==> src/design/elfv_pkg.sv <==
package elfv_pkg;

  localparam logic [31:0] PT_LOAD       = 32'd1;
  localparam logic [31:0] PT_LOADER_REQ = 32'd3;
  localparam int unsigned PF_X          = 0;
  localparam int unsigned PF_W          = 1;

  localparam int unsigned CFG_IDX_W  = 3;
  localparam int unsigned CFG_DATA_W = 64;

  typedef enum logic [CFG_IDX_W-1:0] {
    CFG_IMAGE_SIZE  = 3'd0,
    CFG_ENTRY_ADDR  = 3'd1,
    CFG_USER_LIMIT  = 3'd2,
    CFG_GUARD_BASE  = 3'd3,
    CFG_STACK_TOP   = 3'd4,
    CFG_PAGE_LIMIT  = 3'd5
  } cfg_idx_t;

  typedef enum logic [2:0] {
    ST_OK      = 3'd0,
    ST_INVALID = 3'd1,
    ST_BOUNDS  = 3'd2,
    ST_PERM    = 3'd3,
    ST_OVERLAP = 3'd4,
    ST_NOMEM   = 3'd5
  } status_t;

  typedef struct packed {
    logic    eval1;
    logic    eval2;
    logic    scan_rd;
    logic    commit;
    logic    finish;
    logic    set_err;
    status_t err_code;
  } dp_cmd_t;

  typedef struct packed {
    status_t pre_err;
    logic    pre_go;
    status_t chk_err;
    logic    seg_zero;
    logic    overlap;
    logic    nomem;
    logic    out_busy;
  } dp_stat_t;

endpackage

==> src/design/elfv_in_if.sv <==
interface elfv_in_if;
  logic        valid;
  logic        ready;
  logic [31:0] seg_type;
  logic [2:0]  seg_flags;
  logic [63:0] seg_offset;
  logic [63:0] virt_addr;
  logic [63:0] file_bytes;
  logic [63:0] mem_bytes;
  logic        last_header;

  modport source (output valid, seg_type, seg_flags, seg_offset, virt_addr, file_bytes,
                  mem_bytes, last_header, input ready);
  modport sink (input valid, seg_type, seg_flags, seg_offset, virt_addr, file_bytes,
                mem_bytes, last_header, output ready);
endinterface

==> src/design/elfv_out_if.sv <==
interface elfv_out_if;
  logic        valid;
  logic        ready;
  logic [2:0]  status;
  logic        done_res;
  logic [16:0] page_total;
  logic [4:0]  load_count;

  modport source (output valid, status, done_res, page_total, load_count, input ready);
  modport sink (input valid, status, done_res, page_total, load_count, output ready);
endinterface

==> src/design/elfv_datapath.sv <==
module elfv_datapath #(
  parameter int unsigned PAGE_BITS    = 12,
  parameter int unsigned MAX_SEGMENTS = 16,
  parameter int unsigned IDX_W        = 4
) (
  input  logic                          clk,
  input  logic                          rst_n,
  input  logic                          cfg_we,
  input  logic [elfv_pkg::CFG_IDX_W-1:0]  cfg_idx,
  input  logic [elfv_pkg::CFG_DATA_W-1:0] cfg_wdata,
  input  logic                          cap,
  input  logic [31:0]                   seg_type,
  input  logic [2:0]                    seg_flags,
  input  logic [63:0]                   seg_offset,
  input  logic [63:0]                   virt_addr,
  input  logic [63:0]                   file_bytes,
  input  logic [63:0]                   mem_bytes,
  input  logic                          last_header,
  input  elfv_pkg::dp_cmd_t             cmd,
  input  logic [IDX_W-1:0]              scan_addr,
  output elfv_pkg::dp_stat_t            stat,
  output logic                          scan_last,
  input  logic                          out_ready,
  output logic                          out_valid,
  output logic [2:0]                    out_status,
  output logic                          out_done,
  output logic [16:0]                   out_pages,
  output logic [4:0]                    out_loads
);
  import elfv_pkg::*;

  localparam int unsigned VPN_W = 64 - PAGE_BITS;
  localparam int unsigned CNT_W = $clog2(MAX_SEGMENTS + 1);
  localparam logic [63:0] PAGE_SZ   = 64'd1 << PAGE_BITS;
  localparam logic [63:0] PAGE_MASK = PAGE_SZ - 64'd1;

  logic [63:0] image_size_r, entry_r, user_limit_r, guard_r, stack_top_r;
  logic [15:0] page_limit_r;

  logic [31:0] type_r;
  logic [2:0]  flags_r;
  logic [63:0] off_r, va_r, fsz_r, msz_r;
  logic        last_r;

  logic [63:0] ib_r, ur_r, vend_r;
  logic        off_gt_r, fsz_gt_msz_r, va_low_r, va_ge_ul_r, congr_r, wx_r, ent_ge_r;

  logic [VPN_W-1:0] sp_r, ep_r;
  logic [VPN_W:0]   npg_r;
  logic             ent_in_r;

  logic [VPN_W-1:0] mem_start [MAX_SEGMENTS];
  logic [VPN_W-1:0] mem_end [MAX_SEGMENTS];
  logic [VPN_W-1:0] rd_start_r, rd_end_r;
  logic             cmp_vld_r, ovl_r;

  logic [CNT_W-1:0] hs_r, seg_r;
  logic [16:0]      pages_r;
  logic             ent_cov_r;
  status_t          err_r;

  logic        out_valid_r;
  status_t     out_status_r;
  logic        out_done_r;
  logic [16:0] out_pages_r;
  logic [4:0]  out_loads_r;

  logic        hs_full, is_load_go;
  logic [63:0] ea, sa;
  logic        nomem;
  logic [15:0] budget;
  status_t     chk, fin_status;

  always_ff @(posedge clk) begin
    if (!rst_n) begin
      image_size_r <= 64'd0;
      entry_r      <= 64'd0;
      user_limit_r <= 64'd140737488355328;
      guard_r      <= 64'd140737488343040;
      stack_top_r  <= 64'd140737488351232;
      page_limit_r <= 16'd4096;
    end else if (cfg_we) begin
      unique case (cfg_idx)
        CFG_IMAGE_SIZE: image_size_r <= cfg_wdata;
        CFG_ENTRY_ADDR: entry_r      <= cfg_wdata;
        CFG_USER_LIMIT: user_limit_r <= cfg_wdata;
        CFG_GUARD_BASE: guard_r      <= cfg_wdata;
        CFG_STACK_TOP:  stack_top_r  <= cfg_wdata;
        CFG_PAGE_LIMIT: page_limit_r <= cfg_wdata[15:0];
        default: ;
      endcase
    end
  end

  always_ff @(posedge clk) begin
    if (cap) begin
      type_r  <= seg_type;
      flags_r <= seg_flags;
      off_r   <= seg_offset;
      va_r    <= virt_addr;
      fsz_r   <= file_bytes;
      msz_r   <= mem_bytes;
      last_r  <= last_header;
    end
    if (cmd.eval1) begin
      ib_r         <= image_size_r - off_r;
      ur_r         <= user_limit_r - va_r;
      vend_r       <= va_r + msz_r - 64'd1;
      off_gt_r     <= off_r > image_size_r;
      fsz_gt_msz_r <= fsz_r > msz_r;
      va_low_r     <= va_r < PAGE_SZ;
      va_ge_ul_r   <= va_r >= user_limit_r;
      congr_r      <= ((va_r ^ off_r) & PAGE_MASK) != 64'd0;
      wx_r         <= flags_r[PF_W] && flags_r[PF_X];
      ent_ge_r     <= entry_r >= va_r;
    end
    if (cmd.eval2) begin
      sp_r     <= sa[63:PAGE_BITS];
      ep_r     <= ea[63:PAGE_BITS];
      npg_r    <= {1'b0, ea[63:PAGE_BITS]} - {1'b0, sa[63:PAGE_BITS]} + {{VPN_W{1'b0}}, 1'b1};
      ent_in_r <= flags_r[PF_X] && ent_ge_r && (entry_r <= vend_r);
    end
  end

  assign hs_full    = hs_r == CNT_W'(MAX_SEGMENTS);
  assign is_load_go = (type_r == PT_LOAD) && (msz_r != 64'd0);

  assign stat.pre_err = (err_r == ST_OK && (hs_full || type_r == PT_LOADER_REQ)) ?
                        ST_INVALID : ST_OK;
  assign stat.pre_go = (err_r == ST_OK) && !hs_full && is_load_go;

  assign sa = va_r & ~PAGE_MASK;
  assign ea = vend_r & ~PAGE_MASK;

  always_comb begin
    priority if (wx_r)                              chk = ST_PERM;
    else if (off_gt_r || fsz_r > ib_r)              chk = ST_BOUNDS;
    else if (fsz_gt_msz_r)                          chk = ST_BOUNDS;
    else if (va_low_r)                              chk = ST_PERM;
    else if (va_ge_ul_r || msz_r > ur_r)            chk = ST_BOUNDS;
    else if (congr_r)                               chk = ST_BOUNDS;
    else if (ea >= guard_r && sa < stack_top_r)     chk = ST_OVERLAP;
    else                                            chk = ST_OK;
  end
  assign stat.chk_err = chk;

  // Once pages_used sits above the limit every further load is refused.
  assign budget = page_limit_r - pages_r[15:0];
  assign nomem  = (pages_r > {1'b0, page_limit_r}) ||
                  (npg_r > (VPN_W+1)'(budget));

  assign stat.seg_zero = seg_r == '0;
  assign stat.overlap  = ovl_r;
  assign stat.nomem    = nomem;
  assign stat.out_busy = out_valid_r && !out_ready;
  assign scan_last     = ({1'b0, scan_addr} + (IDX_W+1)'(1)) == (IDX_W+1)'(seg_r);

  always_ff @(posedge clk) begin
    if (cmd.scan_rd) begin
      rd_start_r <= mem_start[scan_addr];
      rd_end_r   <= mem_end[scan_addr];
    end
    if (cmd.commit && seg_r < CNT_W'(MAX_SEGMENTS)) begin
      mem_start[seg_r[IDX_W-1:0]] <= sp_r;
      mem_end[seg_r[IDX_W-1:0]]   <= ep_r;
    end
  end

  always_comb begin
    fin_status = err_r;
    if (last_r && err_r == ST_OK) begin
      if (seg_r == '0) fin_status = ST_INVALID;
      else if (!ent_cov_r) fin_status = ST_PERM;
    end
  end

  always_ff @(posedge clk) begin
    if (!rst_n) begin
      hs_r        <= '0;
      seg_r       <= '0;
      pages_r     <= '0;
      ent_cov_r   <= 1'b0;
      err_r       <= ST_OK;
      cmp_vld_r   <= 1'b0;
      ovl_r       <= 1'b0;
      out_valid_r <= 1'b0;
    end else begin
      cmp_vld_r <= cmd.scan_rd;
      if (cmd.eval2) ovl_r <= 1'b0;
      else if (cmp_vld_r && !(ep_r < rd_start_r || sp_r > rd_end_r)) ovl_r <= 1'b1;
      if (cmd.eval1 && err_r == ST_OK && !hs_full) hs_r <= hs_r + CNT_W'(1);
      if (cmd.set_err) err_r <= cmd.err_code;
      if (cmd.commit) begin
        pages_r   <= pages_r + npg_r[16:0];
        ent_cov_r <= ent_cov_r | ent_in_r;
        if (seg_r < CNT_W'(MAX_SEGMENTS)) seg_r <= seg_r + CNT_W'(1);
      end
      if (out_valid_r && out_ready) out_valid_r <= 1'b0;
      if (cmd.finish) begin
        out_valid_r <= 1'b1;
        if (last_r) begin
          hs_r      <= '0;
          seg_r     <= '0;
          pages_r   <= '0;
          ent_cov_r <= 1'b0;
          err_r     <= ST_OK;
        end
      end
    end
  end

  always_ff @(posedge clk) begin
    if (cmd.finish) begin
      out_status_r <= fin_status;
      out_done_r   <= last_r;
      out_pages_r  <= (last_r && fin_status == ST_OK) ? pages_r + 17'd1 : pages_r;
      out_loads_r  <= 5'(seg_r);
    end
  end

  assign out_valid  = out_valid_r;
  assign out_status = out_status_r;
  assign out_done   = out_done_r;
  assign out_pages  = out_pages_r;
  assign out_loads  = out_loads_r;

  a_no_overwrite: assert property (@(posedge clk) disable iff (!rst_n)
    !(cmd.finish && out_valid_r && !out_ready))
    else $error("result register overwritten while still held");
  a_image_cleared: assert property (@(posedge clk) disable iff (!rst_n)
    cmd.finish && last_r |=> seg_r == '0 && hs_r == '0 && err_r == ST_OK)
    else $error("image state not cleared after the final header");
  a_pages_bounded: assert property (@(posedge clk) disable iff (!rst_n)
    !pages_r[16])
    else $error("page count beyond the largest possible limit");
  a_seg_bounded: assert property (@(posedge clk) disable iff (!rst_n)
    seg_r <= CNT_W'(MAX_SEGMENTS) && hs_r <= CNT_W'(MAX_SEGMENTS))
    else $error("segment or header count beyond the table depth");

endmodule

==> src/design/elfv_ctrl.sv <==
module elfv_ctrl #(
  parameter int unsigned IDX_W = 4
) (
  input  logic                clk,
  input  logic                rst_n,
  input  logic                in_valid,
  output logic                in_ready,
  output logic                cap,
  output elfv_pkg::dp_cmd_t   cmd,
  output logic [IDX_W-1:0]    scan_addr,
  input  elfv_pkg::dp_stat_t  stat,
  input  logic                scan_last
);
  import elfv_pkg::*;

  typedef enum logic [2:0] {
    S_IDLE, S_EVAL1, S_EVAL2, S_SCAN, S_DRAIN, S_BUDGET, S_FINISH
  } state_t;

  state_t           state_r, state_nxt;
  logic [IDX_W-1:0] idx_r, idx_nxt;

  always_comb begin
    state_nxt    = state_r;
    idx_nxt      = idx_r;
    cmd          = '0;
    cmd.err_code = ST_OK;
    in_ready     = 1'b0;
    cap          = 1'b0;
    unique case (state_r)
      S_IDLE: begin
        in_ready = 1'b1;
        if (in_valid) begin
          cap       = 1'b1;
          state_nxt = S_EVAL1;
        end
      end
      S_EVAL1: begin
        cmd.eval1 = 1'b1;
        if (stat.pre_err != ST_OK) begin
          cmd.set_err  = 1'b1;
          cmd.err_code = stat.pre_err;
        end
        state_nxt = stat.pre_go ? S_EVAL2 : S_FINISH;
      end
      S_EVAL2: begin
        if (stat.chk_err != ST_OK) begin
          cmd.set_err  = 1'b1;
          cmd.err_code = stat.chk_err;
          state_nxt    = S_FINISH;
        end else begin
          cmd.eval2 = 1'b1;
          idx_nxt   = '0;
          state_nxt = stat.seg_zero ? S_BUDGET : S_SCAN;
        end
      end
      S_SCAN: begin
        // One stored range is read a cycle; the compare works on the registered read and sets the overlap flag.
        cmd.scan_rd = 1'b1;
        idx_nxt     = idx_r + IDX_W'(1);
        if (scan_last) state_nxt = S_DRAIN;
      end
      S_DRAIN: state_nxt = S_BUDGET;
      S_BUDGET: begin
        if (stat.overlap) begin
          cmd.set_err  = 1'b1;
          cmd.err_code = ST_OVERLAP;
        end else if (stat.nomem) begin
          cmd.set_err  = 1'b1;
          cmd.err_code = ST_NOMEM;
        end else begin
          cmd.commit = 1'b1;
        end
        state_nxt = S_FINISH;
      end
      S_FINISH: begin
        if (!stat.out_busy) begin
          cmd.finish = 1'b1;
          state_nxt  = S_IDLE;
        end
      end
      default: state_nxt = S_IDLE;
    endcase
  end

  assign scan_addr = idx_r;

  always_ff @(posedge clk) begin
    if (!rst_n) begin
      state_r <= S_IDLE;
      idx_r   <= '0;
    end else begin
      state_r <= state_nxt;
      idx_r   <= idx_nxt;
    end
  end

  a_scan_in_range: assert property (@(posedge clk) disable iff (!rst_n)
    state_r == S_SCAN |-> !stat.seg_zero)
    else $error("range scan started on an empty table");
  a_accept_idle: assert property (@(posedge clk) disable iff (!rst_n)
    cap |=> state_r == S_EVAL1)
    else $error("accepted header not evaluated");
  a_drain_next: assert property (@(posedge clk) disable iff (!rst_n)
    state_r == S_DRAIN |=> state_r == S_BUDGET && !cmd.scan_rd)
    else $error("budget check not after the last range compare");

endmodule

==> src/design/elf_segment_validator_unit.sv <==
// ELF64 program header validator. Headers of one image arrive one per transaction, the last
// one marked; each gives one result carrying the sticky status, and the last gives the
// verdict. After acceptance a header that is skipped, rejected by type or count, or arrives
// after an error goes through S_EVAL1 to S_FINISH; a load segment failing a field check
// through S_EVAL1 and S_EVAL2; the first load segment of an image through S_EVAL1, S_EVAL2
// and S_BUDGET; and any other through S_EVAL1, S_EVAL2, S_SCAN, S_DRAIN and S_BUDGET, since
// its page range is compared against the stored ranges one per cycle through the range
// table's single read port. A new header is taken only once the previous one has moved into
// the result register in S_FINISH, which waits while an earlier result is still held, and
// the unit then returns to idle, where the next header can be accepted.
// Configuration writes must be made only while no header is in flight.
module elf_segment_validator_unit #(
  parameter int unsigned PAGE_BITS    = 12,
  parameter int unsigned MAX_SEGMENTS = 16
) (
  input  logic                            clk,
  input  logic                            rst_n,
  input  logic                            cfg_we,
  input  logic [elfv_pkg::CFG_IDX_W-1:0]  cfg_idx,
  input  logic [elfv_pkg::CFG_DATA_W-1:0] cfg_wdata,
  elfv_in_if.sink                         in_hdr,
  elfv_out_if.source                      out_res
);
  import elfv_pkg::*;

  localparam int unsigned IDX_W = (MAX_SEGMENTS > 1) ? $clog2(MAX_SEGMENTS) : 1;

  dp_cmd_t          cmd;
  dp_stat_t         stat;
  logic             cap, scan_last;
  logic [IDX_W-1:0] scan_addr;

  elfv_ctrl #(.IDX_W(IDX_W)) u_ctrl (
    .clk       (clk),
    .rst_n     (rst_n),
    .in_valid  (in_hdr.valid),
    .in_ready  (in_hdr.ready),
    .cap       (cap),
    .cmd       (cmd),
    .scan_addr (scan_addr),
    .stat      (stat),
    .scan_last (scan_last)
  );

  elfv_datapath #(
    .PAGE_BITS    (PAGE_BITS),
    .MAX_SEGMENTS (MAX_SEGMENTS),
    .IDX_W        (IDX_W)
  ) u_dp (
    .clk         (clk),
    .rst_n       (rst_n),
    .cfg_we      (cfg_we),
    .cfg_idx     (cfg_idx),
    .cfg_wdata   (cfg_wdata),
    .cap         (cap),
    .seg_type    (in_hdr.seg_type),
    .seg_flags   (in_hdr.seg_flags),
    .seg_offset  (in_hdr.seg_offset),
    .virt_addr   (in_hdr.virt_addr),
    .file_bytes  (in_hdr.file_bytes),
    .mem_bytes   (in_hdr.mem_bytes),
    .last_header (in_hdr.last_header),
    .cmd         (cmd),
    .scan_addr   (scan_addr),
    .stat        (stat),
    .scan_last   (scan_last),
    .out_ready   (out_res.ready),
    .out_valid   (out_res.valid),
    .out_status  (out_res.status),
    .out_done    (out_res.done_res),
    .out_pages   (out_res.page_total),
    .out_loads   (out_res.load_count)
  );

endmodule
==> src/flat_wrapper.sv <==
// flat-port wrapper written by rule: the top's interface ports become plain ports
module elf_segment_validator_unit_flat import elfv_pkg::*;
#(
  parameter int unsigned PAGE_BITS    = 12,
  parameter int unsigned MAX_SEGMENTS = 16
)
  (clk, rst_n, cfg_we, cfg_idx, cfg_wdata, in_hdr_valid, in_hdr_seg_type, in_hdr_seg_flags, in_hdr_seg_offset, in_hdr_virt_addr, in_hdr_file_bytes, in_hdr_mem_bytes, in_hdr_last_header, in_hdr_ready, out_res_valid, out_res_status, out_res_done_res, out_res_page_total, out_res_load_count, out_res_ready);
  elfv_in_if in_hdr_i ();
  elfv_out_if out_res_i ();
  input  logic clk;
  input  logic rst_n;
  input  logic cfg_we;
  input  logic [elfv_pkg::CFG_IDX_W-1:0] cfg_idx;
  input  logic [elfv_pkg::CFG_DATA_W-1:0] cfg_wdata;
  input wire logic [$bits(in_hdr_i.valid)-1:0] in_hdr_valid;
  input wire logic [$bits(in_hdr_i.seg_type)-1:0] in_hdr_seg_type;
  input wire logic [$bits(in_hdr_i.seg_flags)-1:0] in_hdr_seg_flags;
  input wire logic [$bits(in_hdr_i.seg_offset)-1:0] in_hdr_seg_offset;
  input wire logic [$bits(in_hdr_i.virt_addr)-1:0] in_hdr_virt_addr;
  input wire logic [$bits(in_hdr_i.file_bytes)-1:0] in_hdr_file_bytes;
  input wire logic [$bits(in_hdr_i.mem_bytes)-1:0] in_hdr_mem_bytes;
  input wire logic [$bits(in_hdr_i.last_header)-1:0] in_hdr_last_header;
  output wire logic [$bits(in_hdr_i.ready)-1:0] in_hdr_ready;
  output wire logic [$bits(out_res_i.valid)-1:0] out_res_valid;
  output wire logic [$bits(out_res_i.status)-1:0] out_res_status;
  output wire logic [$bits(out_res_i.done_res)-1:0] out_res_done_res;
  output wire logic [$bits(out_res_i.page_total)-1:0] out_res_page_total;
  output wire logic [$bits(out_res_i.load_count)-1:0] out_res_load_count;
  input wire logic [$bits(out_res_i.ready)-1:0] out_res_ready;
  assign in_hdr_i.valid = in_hdr_valid;
  assign in_hdr_i.seg_type = in_hdr_seg_type;
  assign in_hdr_i.seg_flags = in_hdr_seg_flags;
  assign in_hdr_i.seg_offset = in_hdr_seg_offset;
  assign in_hdr_i.virt_addr = in_hdr_virt_addr;
  assign in_hdr_i.file_bytes = in_hdr_file_bytes;
  assign in_hdr_i.mem_bytes = in_hdr_mem_bytes;
  assign in_hdr_i.last_header = in_hdr_last_header;
  assign in_hdr_ready = in_hdr_i.ready;
  assign out_res_valid = out_res_i.valid;
  assign out_res_status = out_res_i.status;
  assign out_res_done_res = out_res_i.done_res;
  assign out_res_page_total = out_res_i.page_total;
  assign out_res_load_count = out_res_i.load_count;
  assign out_res_i.ready = out_res_ready;
  elf_segment_validator_unit #(.PAGE_BITS(PAGE_BITS), .MAX_SEGMENTS(MAX_SEGMENTS)) u_core (.clk(clk), .rst_n(rst_n), .cfg_we(cfg_we), .cfg_idx(cfg_idx), .cfg_wdata(cfg_wdata), .in_hdr(in_hdr_i), .out_res(out_res_i));
endmodule
==> config.mk <==
export PLATFORM = sky130hd
export DESIGN_NAME = elf_segment_validator_unit_flat
export DESIGN_NICKNAME = d
export VERILOG_FILES = /design/src/design/elfv_pkg.sv /design/src/design/elfv_in_if.sv /design/src/design/elfv_out_if.sv /design/src/design/elfv_datapath.sv /design/src/design/elfv_ctrl.sv /design/src/design/elf_segment_validator_unit.sv /design/src/flat_wrapper.sv
export SDC_FILE = /design/constraint.sdc
export NUM_CORES = 2
export LEC_CHECK = 0
export BUFFER_PORTS_ARGS = -buffer_cell sky130_fd_sc_hd__buf_2
export CAP_MARGIN = 20
export CELL_PAD_IN_SITES_DETAIL_PLACEMENT = 1
export CELL_PAD_IN_SITES_GLOBAL_PLACEMENT = 1
export CORE_MARGIN = 3
export CORE_UTILIZATION = 40
export CTS_CLUSTER_SIZE = 25
export DETAILED_ROUTE_END_ITERATION = 10
export GPL_TIMING_DRIVEN = 1
export PLACE_DENSITY_LB_ADDON = 0.1
export SYNTH_ARGS = -nofsm -noshare
export SYNTH_HDL_FRONTEND = slang
export SYNTH_SLANG_ARGS = --single-unit
==> constraint.sdc <==
create_clock -name clk -period 22.6 [get_ports clk]
set_input_delay 4.52 -clock clk [delete_from_list [all_inputs] [get_ports clk]]
set_output_delay 4.52 -clock clk [all_outputs]
set_load 0.05 [all_outputs]
After elaboration in Yosys (flattened, before gate mapping):

Memories as Yosys holds them, arrays and structs flattened. A register that Yosys moved wholly into a read port is not among the register bits.
Cells that the tools add are included.

* add/subtract/negate cells: 13
* $lt $le $gt $ge: 15
* eq/ne operators: 19
* multiplexer cells: 58
* bitwise gates (word level): 3
* reductions and logical operators: 44

Operator list (count)
* > comparator 64 bit: 4
* greater-or-equal comparator 64 bit: 3
* nonzero test 64 bit: 2
* subtractor 64 bit: 2
* two-way mux 17 bit: 4
* adder 64 bit: 1
* less-or-equal comparator 64 bit: 1
* less-than comparator 64 x 13 -> 1 bit (second input constant): 1
* less-than comparator 64 bit: 1
* subtractor 64 x 1 -> 64 bit (second input constant): 1
* two-way mux 3 bit: 19
* adder 53 x 1 -> 53 bit (second input constant): 1
* > comparator 53 x 16 -> 1 bit: 1
* subtractor 52 x 52 -> 53 bit: 1
* > comparator 52 bit: 1
* less-than comparator 52 bit: 1
* two-way mux 5 bit: 7
* == test 32 x 1 -> 1 bit (second input constant): 1
* == test 32 x 2 -> 1 bit (second input constant): 1
* one-hot mux 3 bit (7 select lines): 1
* two-way mux 1 bit: 20
* two-way mux 4 bit: 5
* adder 17 x 1 -> 17 bit (second input constant): 1
* adder 17 bit: 1
* 28 further kinds: 71

* bits in registers: 1051
* RAM bits: 1664
* bits of input ports: 364
* output and inout bits: 28
* word-level logic and storage cells: 195
* memories kept: 2

Memories
* u_core.u_dp.mem_end: words 16, bits a word 52, rd ports 1, clocked after Yosys merged registers in 1, wr ports 1, line elfv_datapath.sv:53 `logic [VPN_W-1:0] mem_end [MAX_SEGMENTS];`
* u_core.u_dp.mem_start: words 16, bits a word 52, rd ports 1, clocked after Yosys merged registers in 1, wr ports 1, line elfv_datapath.sv:52 `logic [VPN_W-1:0] mem_start [MAX_SEGMENTS];`

Depth between registers and ports, before layout:

* word-level depth: 15
* gate-level depth with buffers: 27
* depth with buffers taken out: 26

Hierarchy:

A second synthesis with hierarchy kept.

* cells, all modules: 10010
* area total of the unflattened synthesis: 132523.4 µm²

By module, submodules not included
* elfv_datapath: instances 1, cells each 9940, area each 131946.5 µm², seq. area each 80737.4 µm²
* elfv_ctrl: instances 1, cells each 70, area each 576.8 µm², seq. area each 140.1 µm²

Worst setup path after synthesis:

No wires, ideal clock.

* path type: register to register
* from: register u_core.u_dp.fsz_r[47]
* to: register u_core.u_dp.ent_in_r (enable)
* setup time: 1.062 ns
* arrival time: 17.042 ns
* required time: 21.538 ns
* path slack: 4.496 ns
* stages on the path, launching flop included: 12
* path buffers: 0
* clock period less this slack: 18.104 ns
* path through: edfxtp_1 -> ha_1 -> nand4_1 -> nor2_1 -> nand4_1 -> or3_1 -> nor3_1 -> and3_1 -> a21oi_1 -> nor4_1 -> o21ai_0 -> nor4_1

RTL lines
* start, declared: line elfv_datapath.sv:42 `logic [63:0] off_r, va_r, fsz_r, msz_r;`
* start signal, assigned: line elfv_datapath.sv:101 `fsz_r <= file_bytes;`
* end signal, assigned: line elfv_datapath.sv:121 `ent_in_r <= flags_r[PF_X] && ent_ge_r && (entry_r <= vend_r);`
* end, declared: line elfv_datapath.sv:50 `logic ent_in_r;`

Worst setup path in the final report:

* from: register u_core.u_dp.pages_r[0]
* to: memory u_core.u_dp.mem_end[11][16] in the netlist's numbering (enable)

* longest elaborated chain between the ends: 9
* elaborated cells between the ends (all ways): 10
* classes of those cells: add/sub: 1; order compare: 2; mux: 5; reduce/logical: 2

Ends and longest elaborated chain
* start, declared: line elfv_datapath.sv:58 `logic [16:0] pages_r;`
* start signal, assigned: line elfv_datapath.sv:194 `pages_r <= pages_r + npg_r[16:0];`
* subtractor 16 bit: line elfv_datapath.sv:148 `assign budget = page_limit_r - pages_r[15:0];`
* > comparator 53 x 16 -> 1 bit: line elfv_datapath.sv:150 `(npg_r > (VPN_W+1)'(budget));`
* logical OR 1 bit *: line elfv_datapath.sv:149 `assign nomem = (pages_r > {1'b0, page_limit_r}) ||`
* two-way mux 1 bit *: line elfv_ctrl.sv:68 `end else if (stat.nomem) begin`
* two-way mux 1 bit *: line elfv_ctrl.sv:65 `if (stat.overlap) begin`
* two-way mux 1 bit *: line elfv_ctrl.sv:30 `unique case (state_r)`
* logical AND 1 bit *: line elfv_datapath.sv:163 `if (cmd.commit && seg_r < CNT_W'(MAX_SEGMENTS)) begin`
* two-way mux 1 bit *: line elfv_datapath.sv:163
* two-way mux 1 bit (implied by the code) *: line elfv_datapath.sv:165 `mem_end[seg_r[IDX_W-1:0]] <= ep_r;`
* end, declared: line elfv_datapath.sv:53

Every way passes the cells marked *; elsewhere a longest branch is shown, timed or not.

==> results.ini <==
[status]
status = finished clean

[min_path]
holdCritPathClass = reg -> reg
hold_path_depth = 2
worstHoldStart = u_core.u_dp.guard_r[55]
whs_endpoint = u_core.u_dp.guard_r[55]

[power]
peakVddDrop_v = 0.0000714
p_per_area_nw_per_um2 = 101
p_leak_nw = 54.9

[global_route]
grt_pass1_wl_mm = 566
track_usage_pct = 23.1
grt.overflow.total = 0
grt_pass1_vias = 84300
antenna_found_initial = 30
grt_max_degree = 116

[setup_path]
r2r-start = u_core.u_dp.pages_r[0]
ff2ff_setup_slack_ns = 13.46
r2r_end = u_core.u_dp.mem_end[11][16]
path_max_fanout = 43
worstSetupStartpointType = register
ff2ff_path_depth = 27
crit_type = reg -> reg
crit_path_top_delay_cell = buf_4
critPathRequiredTime_ns = 23.09
cp.arrival_ns = 9.63
crit_path_end_kind = register
slowest_delay_ns = 0.88

[place]
io_buffers = 390
gp_congestion = 0.918
hpwl_mm = 267
placed_cells = 13700

[yosys]
ys.flop_type = edfxtp_1
syn-cell-area_um2 = 130000
ys_seq_area_share_pct = 62.1
yosysTopAreaCell = edfxtp_1
syn-num-nets = 10500
synth_cell_types = 90
async_flop_share_pct = 0
synth.top_cell.area_share_pct = 56.3
synth_area_leaders = edfxtp_1 56%, ha_1 9.2%, mux4_2 9.0%
synth-edff-count = 2442
ys_ff_latch = 2819
synth_cells = 9156
yosys_warnings = 0
syn_area_per_cell_um2 = 14.2

[sta]
tightestPinTransition_ns = 1.10
drv_slew = 0
final-setup-viol-count = 0
rsz0062_at_grt = no
post-route-period-util_pct = 40.4
fin_tns_setup_ns = 0
min_period_ns = 9.14
relSlewSlack_pct = 25.9
hold_viol = 0
skew_ns = 0.0675
fmax_ghz = 0.109

[cts]
cts.reportedPaths.clkPinSlew_ns = 0.06
insertion_delay_ns = 0.92
cts_sinks = 2819
post_cts.repair.setup_buffers = 0
hold_buffers = 0
cts_buffer_depth = 4
cts_tree = yes
cts_made_buffers = 319
cts_root_buffer = clkbuf_16
htree_levels = 5
cts_resized = 0

[drt]
wl_per_cell_um = 27.2
first_iter_violations = 6172
num_vias = 78800
drcViolationCount = 0
first_pass_iters = 5
wirelength_mm = 388
antenna_left = 0
avgViaCountPerCell = 5.52

[final_layout]
final_common_cell = edfxtp_1
nFillCells = 32100
final_cell_mix = 2442 x edfxtp_1, 954 x ha_1, 835 x inv_1
syn_to_final_growth_pct = 13.5
drive_gt1_share_pct = 15.5
fin_nets = 11000
instances_no_fill = 14300

[die]
start_util_pct = 40.4
dieHeight_um = 577
ioPinCount = 392
rows = 208
die_x_um = 577
core_area_um2 = 322000
die-area_um2 = 332000

[job]
maxCapViolCount = 0

metal layers:
metal  track usage, %  up-vias  part of all wire [%]
li1                 -    35700                     -
met1             30.7    40700                    43
met2             39.6     1850                    49
met4             7.42        6                   3.4
met5                0        -                 0.010
met3             2.76      538                   4.5
logic make-up (layout without fill, tap and decap cells):
group,after synthesis,count (layout),share of synthesized area (%)
XOR/XNOR,285,285,1.92
AND/OR/NAND/NOR,1758,1758,6.30
adder cells (fa/ha/maj),960,960,9.26
flip-flops,2819,2819,62.1
multiplexers,536,536,9.12
buffers and inverters,1133,1926,3.27
other,0,12,0
AO/OA/AOI/OAI,1665,1665,8.00
layout make-up:
cell class / instances / area (µm²) / share of cell area (%)
clock inverter: 151 / 1320 / 0.891
inverter: 837 / 3150 / 2.13
clock buffer: 429 / 8810 / 5.96
sequential: 2819 / 80900 / 54.7
multi-input combinational: 5204 / 45300 / 30.6
timing repair buffer: 509 / 2970 / 2.01
tap: 4305 / 5390 / 3.64
antenna: 12 / 30.0 / 0.0203
worst max-delay path by stage:
stage	endpoint	startpoint	cells past startpoint
after floorplan	u_core.u_dp.ent_in_r	u_core.u_dp.fsz_r[47]	11
after global placement	u_core.u_dp.mem_end[11][7]	u_core.u_dp.pages_r[0]	27
after detailed placement	u_core.u_dp.mem_start[11][15]	u_core.u_dp.pages_r[0]	27
after CTS	u_core.u_dp.mem_end[11][16]	u_core.u_dp.pages_r[0]	27
after global routing	u_core.u_dp.mem_end[11][16]	u_core.u_dp.pages_r[0]	27
final	u_core.u_dp.mem_end[11][16]	u_core.u_dp.pages_r[0]	27
sequential cells by signal (all words and copies together) (netlist names), 17 cells and up:
register	cells
u_core.u_dp.entry_r	64
u_core.u_dp.ep_r	52
u_core.u_dp.fsz_r	64
u_core.u_dp.guard_r	64
u_core.u_dp.ib_r	64
u_core.u_dp.image_size_r	64
u_core.u_dp.mem_end	832
u_core.u_dp.mem_start	832
u_core.u_dp.msz_r	64
u_core.u_dp.npg_r	53
u_core.u_dp.off_r	64
u_core.u_dp.out_pages	17
u_core.u_dp.pages_r	17
u_core.u_dp.rd_end_r	52
u_core.u_dp.rd_start_r	52
u_core.u_dp.sp_r	52
u_core.u_dp.stack_top_r	64
u_core.u_dp.type_r	32
u_core.u_dp.ur_r	64
u_core.u_dp.user_limit_r	64
u_core.u_dp.va_r	64
u_core.u_dp.vend_r	64
cell usage after synthesis (all sizes together), types with 7 or more instances:
cell / instances
a21oi: 668
and3: 32
o311ai: 7
a31o: 13
dfxtp: 377
nor4: 74
a41oi: 13
clkbuf: 252
o22ai: 8
o31a: 10
nor3: 68
o211ai: 97
o21ai: 244
o21a: 69
a211o: 13
xor2: 96
ha: 954
and4: 16
xnor2: 189
mux4: 520
edfxtp: 2442
o21bai: 47
a211oi: 50
a21o: 301
nand2: 819
nor2b: 79
nand4: 167
or3: 15
inv: 837
and2: 21
or2: 12
buf: 44
a31oi: 31
mux2i: 16
nor2: 264
o31ai: 13
nand3: 88
a21boi: 16
nand2b: 75
a221oi: 9
critical path: cells and delay by family (launching register included):
family,cells,cell delay (ns)
XOR/XNOR,1,0.20
flip-flops,1,0.46
AND/OR/NAND/NOR,3,1.41
buffers and inverters,5,2.50
adder cells (fa/ha/maj),3,0.91
AO/OA/AOI/OAI,15,3.05
report_power, final:
part	leakage [nW]	internal [mW]	switching, mW
clock network	4.95	2.95	2.12
registers	25.2	6.14	0.343
logic	24.8	1.32	2.03
per-stage QoR:
stage / setup slack (ns) / total power [mW] / cell area [µm²] / utilization [%] / hold slack (ns)
final: 13.46 / 14.9 / 148000 / 45.8 / 0.456
after global routing: 12.92 / 15.7 / 148000 / 45.8 / 0.475
after CTS: 13.36 / 15.1 / 148000 / 45.8 / 0.458
after detailed placement: 13.39 / 9.95 / 138000 / 42.7 / 0.450
after global placement: 13.45 / 9.87 / 138000 / 42.7 / 0.443
after floorplan: 4.50 / 8.85 / 130000 / - / 0.406
No activity file was read; power rests on OpenSTA's default activity.
